### src/rtl/cml_pkg.sv
// ----------------------------------------------------------------------------
// cml_pkg
// Types and constants of the multichannel convolution layer.
// ----------------------------------------------------------------------------
package cml_pkg;
  localparam int DEF_IN_SIZE      = 14;
  localparam int DEF_IN_CHANNELS  = 6;
  localparam int DEF_OUT_CHANNELS = 16;
  localparam int DEF_KERNEL_SIZE  = 5;
  localparam int RES_LIMIT        = 16;
  localparam int ACC_W            = 40;

  typedef enum logic [1:0] {
    OP_LOAD_W = 2'd0,
    OP_LOAD_B = 2'd1,
    OP_LOAD_F = 2'd2,
    OP_COMPUTE = 2'd3
  } op_t;

  typedef struct packed {
    logic [1:0]         operation;
    logic [11:0]        address;
    logic signed [15:0] value;
  } in_item_t;

  typedef struct packed {
    logic [11:0]        out_position;
    logic [3:0]         out_channel;
    logic signed [15:0] out_value;
    logic               last;
  } out_item_t;

  typedef enum logic [2:0] {
    ST_IDLE,
    ST_DIV,
    ST_SETUP,
    ST_MAC,
    ST_DRAIN,
    ST_BIAS,
    ST_EMIT
  } state_t;

  // Control from sequencer to datapath.
  typedef struct packed {
    logic clear;
    logic mac_en;
    logic bias_en;
  } mac_ctrl_t;
endpackage

### src/rtl/cml_mac.sv
// ----------------------------------------------------------------------------
// cml_mac
// Shared multiply-accumulate with a registered product, bias add and
// Q8.8 truncate and saturate.
// ----------------------------------------------------------------------------
module cml_mac import cml_pkg::*; (
  input  logic               clk,
  input  mac_ctrl_t          ctrl,
  input  logic signed [15:0] feat,
  input  logic signed [15:0] wgt,
  input  logic signed [15:0] bias,
  output logic signed [15:0] result
);
  logic signed [31:0]      prod_r;
  logic                    prod_v_r;
  logic signed [ACC_W-1:0] acc_r;
  logic signed [ACC_W-1:0] acc_nxt;
  logic signed [ACC_W-9:0] q;

  always_ff @(posedge clk) begin
    prod_r   <= feat * wgt;
    prod_v_r <= ctrl.mac_en;
    acc_r    <= acc_nxt;
  end

  always_comb begin
    acc_nxt = acc_r;
    if (ctrl.clear) begin
      acc_nxt = '0;
    end else if (prod_v_r) begin
      acc_nxt = acc_r + ACC_W'(prod_r);
    end else if (ctrl.bias_en) begin
      acc_nxt = acc_r + {{(ACC_W-24){bias[15]}}, bias, 8'd0};
    end
  end

  assign q = acc_r[ACC_W-1:8];
  always_comb begin
    if (q > 32'sd32767) result = 16'sh7fff;
    else if (q < -32'sd32768) result = -16'sh8000;
    else result = q[15:0];
  end
endmodule

### config.mk
export PLATFORM = sky130hd
export DESIGN_NAME = cml_mac
export DESIGN_NICKNAME = d
export VERILOG_FILES = /design/src/rtl/cml_pkg.sv /design/src/rtl/cml_mac.sv
export SDC_FILE = /design/constraint.sdc
export NUM_CORES = 1
export LEC_CHECK = 0
export BUFFER_PORTS_ARGS = -buffer_cell sky130_fd_sc_hd__buf_4
export CAP_MARGIN = 30
export CORE_ASPECT_RATIO = 0.6
export CORE_MARGIN = 5
export CORE_UTILIZATION = 55
export DETAILED_ROUTE_END_ITERATION = 16
export MAX_ROUTING_LAYER = met4
export PLACE_DENSITY_LB_ADDON = 0.3
export REMOVE_ABC_BUFFERS = 1
export SLEW_MARGIN = 20
export SYNTH_ARGS = -nofsm -noshare
export SYNTH_HDL_FRONTEND = slang
export SYNTH_SLANG_ARGS = --single-unit
### constraint.sdc
create_clock -name clk -period 8.98 [get_ports clk]
set_input_delay 1.347 -clock clk [delete_from_list [all_inputs] [get_ports clk]]
set_output_delay 1.347 -clock clk [all_outputs]
set_load 0.005 [all_outputs]
# Yosys cells after proc, flatten, opt, wreduce, memory -nomap -nowiden
# Index checks and enable logic that the tools add are counted.
[word_totals]
reg_bits = 73
latch_bits = 0
ramBits = 0
mem_bits_ro = 0
inputBits = 52
out_inout_bits = 16
word_cells = 13
memories = 0
[op_classes]
n_addsub = 2
multipliers = 1
div_mod_pow = 0
order_cmp = 2
n_eq_ne = 0
shift = 0
muxes = 4
bitwise = 0
n_reduce_logical = 1
[ops]
columns = ["cell", "n"]
rows = [
  ["$mux W40", 2],
  ["$add A40 B32 Y40", 1],
  ["$add A40 B40 Y40", 1],
  ["$gt A32 B16 Y1 const B", 1],
  ["$lt A32 B16 Y1 const B", 1],
  ["$mul A16 B16 Y32", 1],
  ["$mux W16", 2],
  ["$reduce_bool A2 Y1", 1],
]

# Longest topological paths before layout
[logic_depth]
word_depth = 3
mapped_depth = 25
depth_no_buf = 24

# Least setup slack after synthesis
# No wires, ideal clock.
[synth_path]
path_type = "in2reg"
startpoint = "input wgt[7]"
endpoint = "register prod_r[31]"
setup_ps = 72
arrival_time_ps = 6921
required_time_ps = 8908
path_slack_ps = 1987
stages = 24
n_path_buf = 2
cell_sequence = "clkbuf_1 -> nand2_1 -> fa_1 -> inv_1 -> fa_1 -> inv_1 -> fa_1 -> inv_1 -> fa_1 -> fa_1 -> inv_1 -> fa_1 -> inv_1 -> ha_1 -> clkbuf_1 -> a21o_1 -> a211o_1 -> a21oi_1 -> nor2_1 -> a221oi_1 -> a21oi_1 -> a211o_1 -> a21oi_1 -> xnor2_1"
[synth_via]
elab_chain_cells = 1
[synth_lines]
columns = ["element", "line_no", "text"]
rows = [
  ["from (decl)", "cml_mac.sv:10", "input logic signed [15:0] wgt,"],
  ["$mul A16 B16 Y32", "cml_mac.sv:21", "prod_r <= feat * wgt;"],
  ["to (signal assigned)", "cml_mac.sv:21", ""],
  ["to (decl)", "cml_mac.sv:14", "logic signed [31:0] prod_r;"],
]
# Every way passes these cells.
# A chain may end at the register's enable or synchronous reset.

# Final worst setup path
[layout_path]
startpoint = "input wgt[1]"
endpoint = "register prod_r[30]"
# Same word-level chain as after synthesis.

==> metrics <==
Worst slew margin=0.5488; Yosys warning total=0; Area Growth Syn to Fin=7.058%; CP arrival=7420 ps; H-tree depth=3; CTS Hold Bufs=0; Routed WL per cell=16.64 um; final hold vios=0; Post-CTS Setup Bufs=0; Tmin final=7169 ps; DRC Markers=0; Avg Inst Size Synth=8.627 um^2; Pre-antenna DRT Iters=7; mean number of vias per cell=5.623; critical path startpoint category=input port; layout cells sized above 1=0.05794; initial antenna violation count=0; fill count=2578; Crit path required time=9230 ps; Max Clk Rate=139.5 MHz; crit end category=flop; Initial DRC Count=828; clk root buf=clkbuf_16; via count=12590; worst-path cell chain=buf_4, nand2_1, inv_1, fa_1, fa_1, fa_1, fa_1, fa_1, inv_1, fa_1, inv_1, ha_1, nand3_1, or4_1, o21ai_0, nand2_1, o2111ai_1, a41o_1, a21oi_1, xnor2_1; worst hold start=acc_r[3]; Final setup viols=0; clock-pin slew on the worst setup and hold paths=60 ps; port bufs=67; first-pass GRT wire length=64520 um; Ports=68; Initial Util=0.5544; register area share after synthesis=0.09222; CTS Buf Count=9; CTS sink count=73; Max Root-Sink Buffers=2; worst r2r src=acc_r[8]; Async S/R FF share, synth=0; die area=32420 um^2; Slew Limit Fails=0; Critical R2R Capture=acc_r[33]; Synth Instances=1837; Detailed Route WL=37260 um; ys flop type=dfxtp_1; WHS Path Cells=2; reg2reg setup slack=5260 ps; Die Y=141.5 um; HPWL after DPL=31490 um; Hold Crit Class=reg -> reg; unrepaired setup endpoints after global routing=no; most frequent CP cell=fa_1; Fin Setup TNS=0 ps; #FFs+latches synth=73; peak fanout along the critical path=16; GPL Wtd Cong=0.9345; Post-Syn Area=15850 um^2; core area=28590 um^2; final worst path period share=0.7984; maxcap violations=0; Final nets=2327; CP max-delay cell=fa_1; EDFF count, synth=0; row cnt=48; global route overflow=0; vias in the first global route=13170; largest net degree at the start of global routing=62; CTS tree=yes; Clock Latency Late Sink=360 ps; n_diodes=0; kind of critical path=in -> reg; status=finished clean; Routed Antenna Nets=0; Overall Global Routing Usage=0.2483; cts repair resizes=0; Synth cell types=70; slew at the pin closest to its max-slew limit=672.3 ps; chip width=229.1 um; Largest stage delay, worst path=840 ps; Hold Path End=acc_r[3]; Reg2Reg Depth=11; Clock Skew=11.37 ps
==> area by class of cell <==
class / count / area [um^2] / area share
multi-input combinational: 1358 / 12870 / 0.7585
sequential: 73 / 1463 / 0.08621
tap: 375 / 469.2 / 0.02765
timing repair buffer: 71 / 533.0 / 0.03142
clock buffer: 10 / 239.0 / 0.01409
inverter: 346 / 1299 / 0.07655
clock inverter: 6 / 95.09 / 0.005605
==> worst max path at each step <==
stage | from | endpoint | depth (start not counted)
after floorplan | feat[15] | prod_r[30] | 19
after global placement | wgt[1] | prod_r[30] | 20
after detailed placement | wgt[1] | prod_r[30] | 20
after CTS | wgt[1] | prod_r[30] | 20
after global routing | feat[10] | prod_r[31] | 22
final | wgt[1] | prod_r[30] | 20
==> cells by family after synthesis <==
kind of cell | after synthesis | share of synthesized area
adder cells (fa/ha/maj) | 416 | 0.4535
AO/OA/AOI/OAI | 346 | 0.1462
AND/OR/NAND/NOR | 493 | 0.1533
flip-flops | 73 | 0.09222
buffers and inverters | 406 | 0.09624
XOR/XNOR | 88 | 0.04863
multiplexers | 15 | 0.009869
==> metal layers <==
| layer | vias to the layer above | GRT usage | wire length, um |
|---|---|---|---|
| li1 | 5971 | - | - |
| met2 | 380 | 0.3981 | 17080 |
| met1 | 6207 | 0.3425 | 17180 |
| met4 | 0 | 0.02782 | 301 |
| met5 | - | - | 0 |
| met3 | 33 | 0.05020 | 2691 |
==> critical path, delay by kind of cell <==
family	cells	cell delay, ps
and+or+nand+nor	4	930
buffers and inverters	4	370
adders and majority gates	7	3740
AOI/OAI and AO/OA	4	870
xor gates and xnor gates	1	130
==> Yosys cell counts (27+ instances only) <==
master	count	area, um^2
xnor2_1	65	569.3
a211oi_1	33	247.7
nor2_1	76	285.3
inv_1	345	1295
nand2_1	181	679.4
and2_1	123	769.5
dfxtp_1	73	1461
a21oi_1	101	505.5
fa_1	264	5285
o21ai_0	45	225.2
o21a_1	27	202.7
ha_1	152	1902
a21o_1	32	240.2
clkbuf_1	57	214.0
==> through the flow <==
stage / util / std cells / setup WS [ps] / hold WS, ps / instance area [um^2]
CTS: 0.5935 / 2239 / 1854 / 502.3 / 16970
global placement: 0.5818 / 2223 / 1615 / 477.3 / 16630
global route: 0.5935 / 2239 / 1551 / 550.9 / 16970
floorplan: - / 1777 / 2217 / 458.5 / 15620
finish: 0.5935 / 2239 / 1811 / 501.2 / 16970
detailed placement: 0.5818 / 2223 / 1488 / 486.7 / 16630
==> state kept, by name, summed over array words and instances (netlist names) <==
name and cells:
acc_r 40, prod_r 32, prod_v_r 1
==> placed cells by master (no fill, tap or decap), types with 6 or more instances in the layout <==
| cell | n |
|---|---|
| inv_1 | 345 |
| fa_1 | 264 |
| nand2_1 | 181 |
| ha_1 | 152 |
| and2_1 | 123 |
| a21oi_1 | 101 |
| nor2_1 | 76 |
| dfxtp_1 | 72 |
| buf_4 | 71 |
| xnor2_1 | 65 |
| o21ai_0 | 45 |
| a211oi_1 | 33 |
| a21o_1 | 32 |
| o21a_1 | 27 |
| nand3_1 | 23 |
| xor2_1 | 23 |
| o21bai_1 | 17 |
| nand2b_1 | 15 |
| nor2b_1 | 14 |
| nand4_1 | 13 |
| a31oi_1 | 13 |
| nor3_1 | 12 |
| a221oi_1 | 12 |
| mux2i_1 | 10 |
| and3_1 | 9 |
| clkbuf_16 | 9 |
| o21ai_1 | 7 |
| o31ai_1 | 6 |
Power is not shown: default switching activity piles up to over one toggle a cycle in this logic, so the estimate is an artifact.
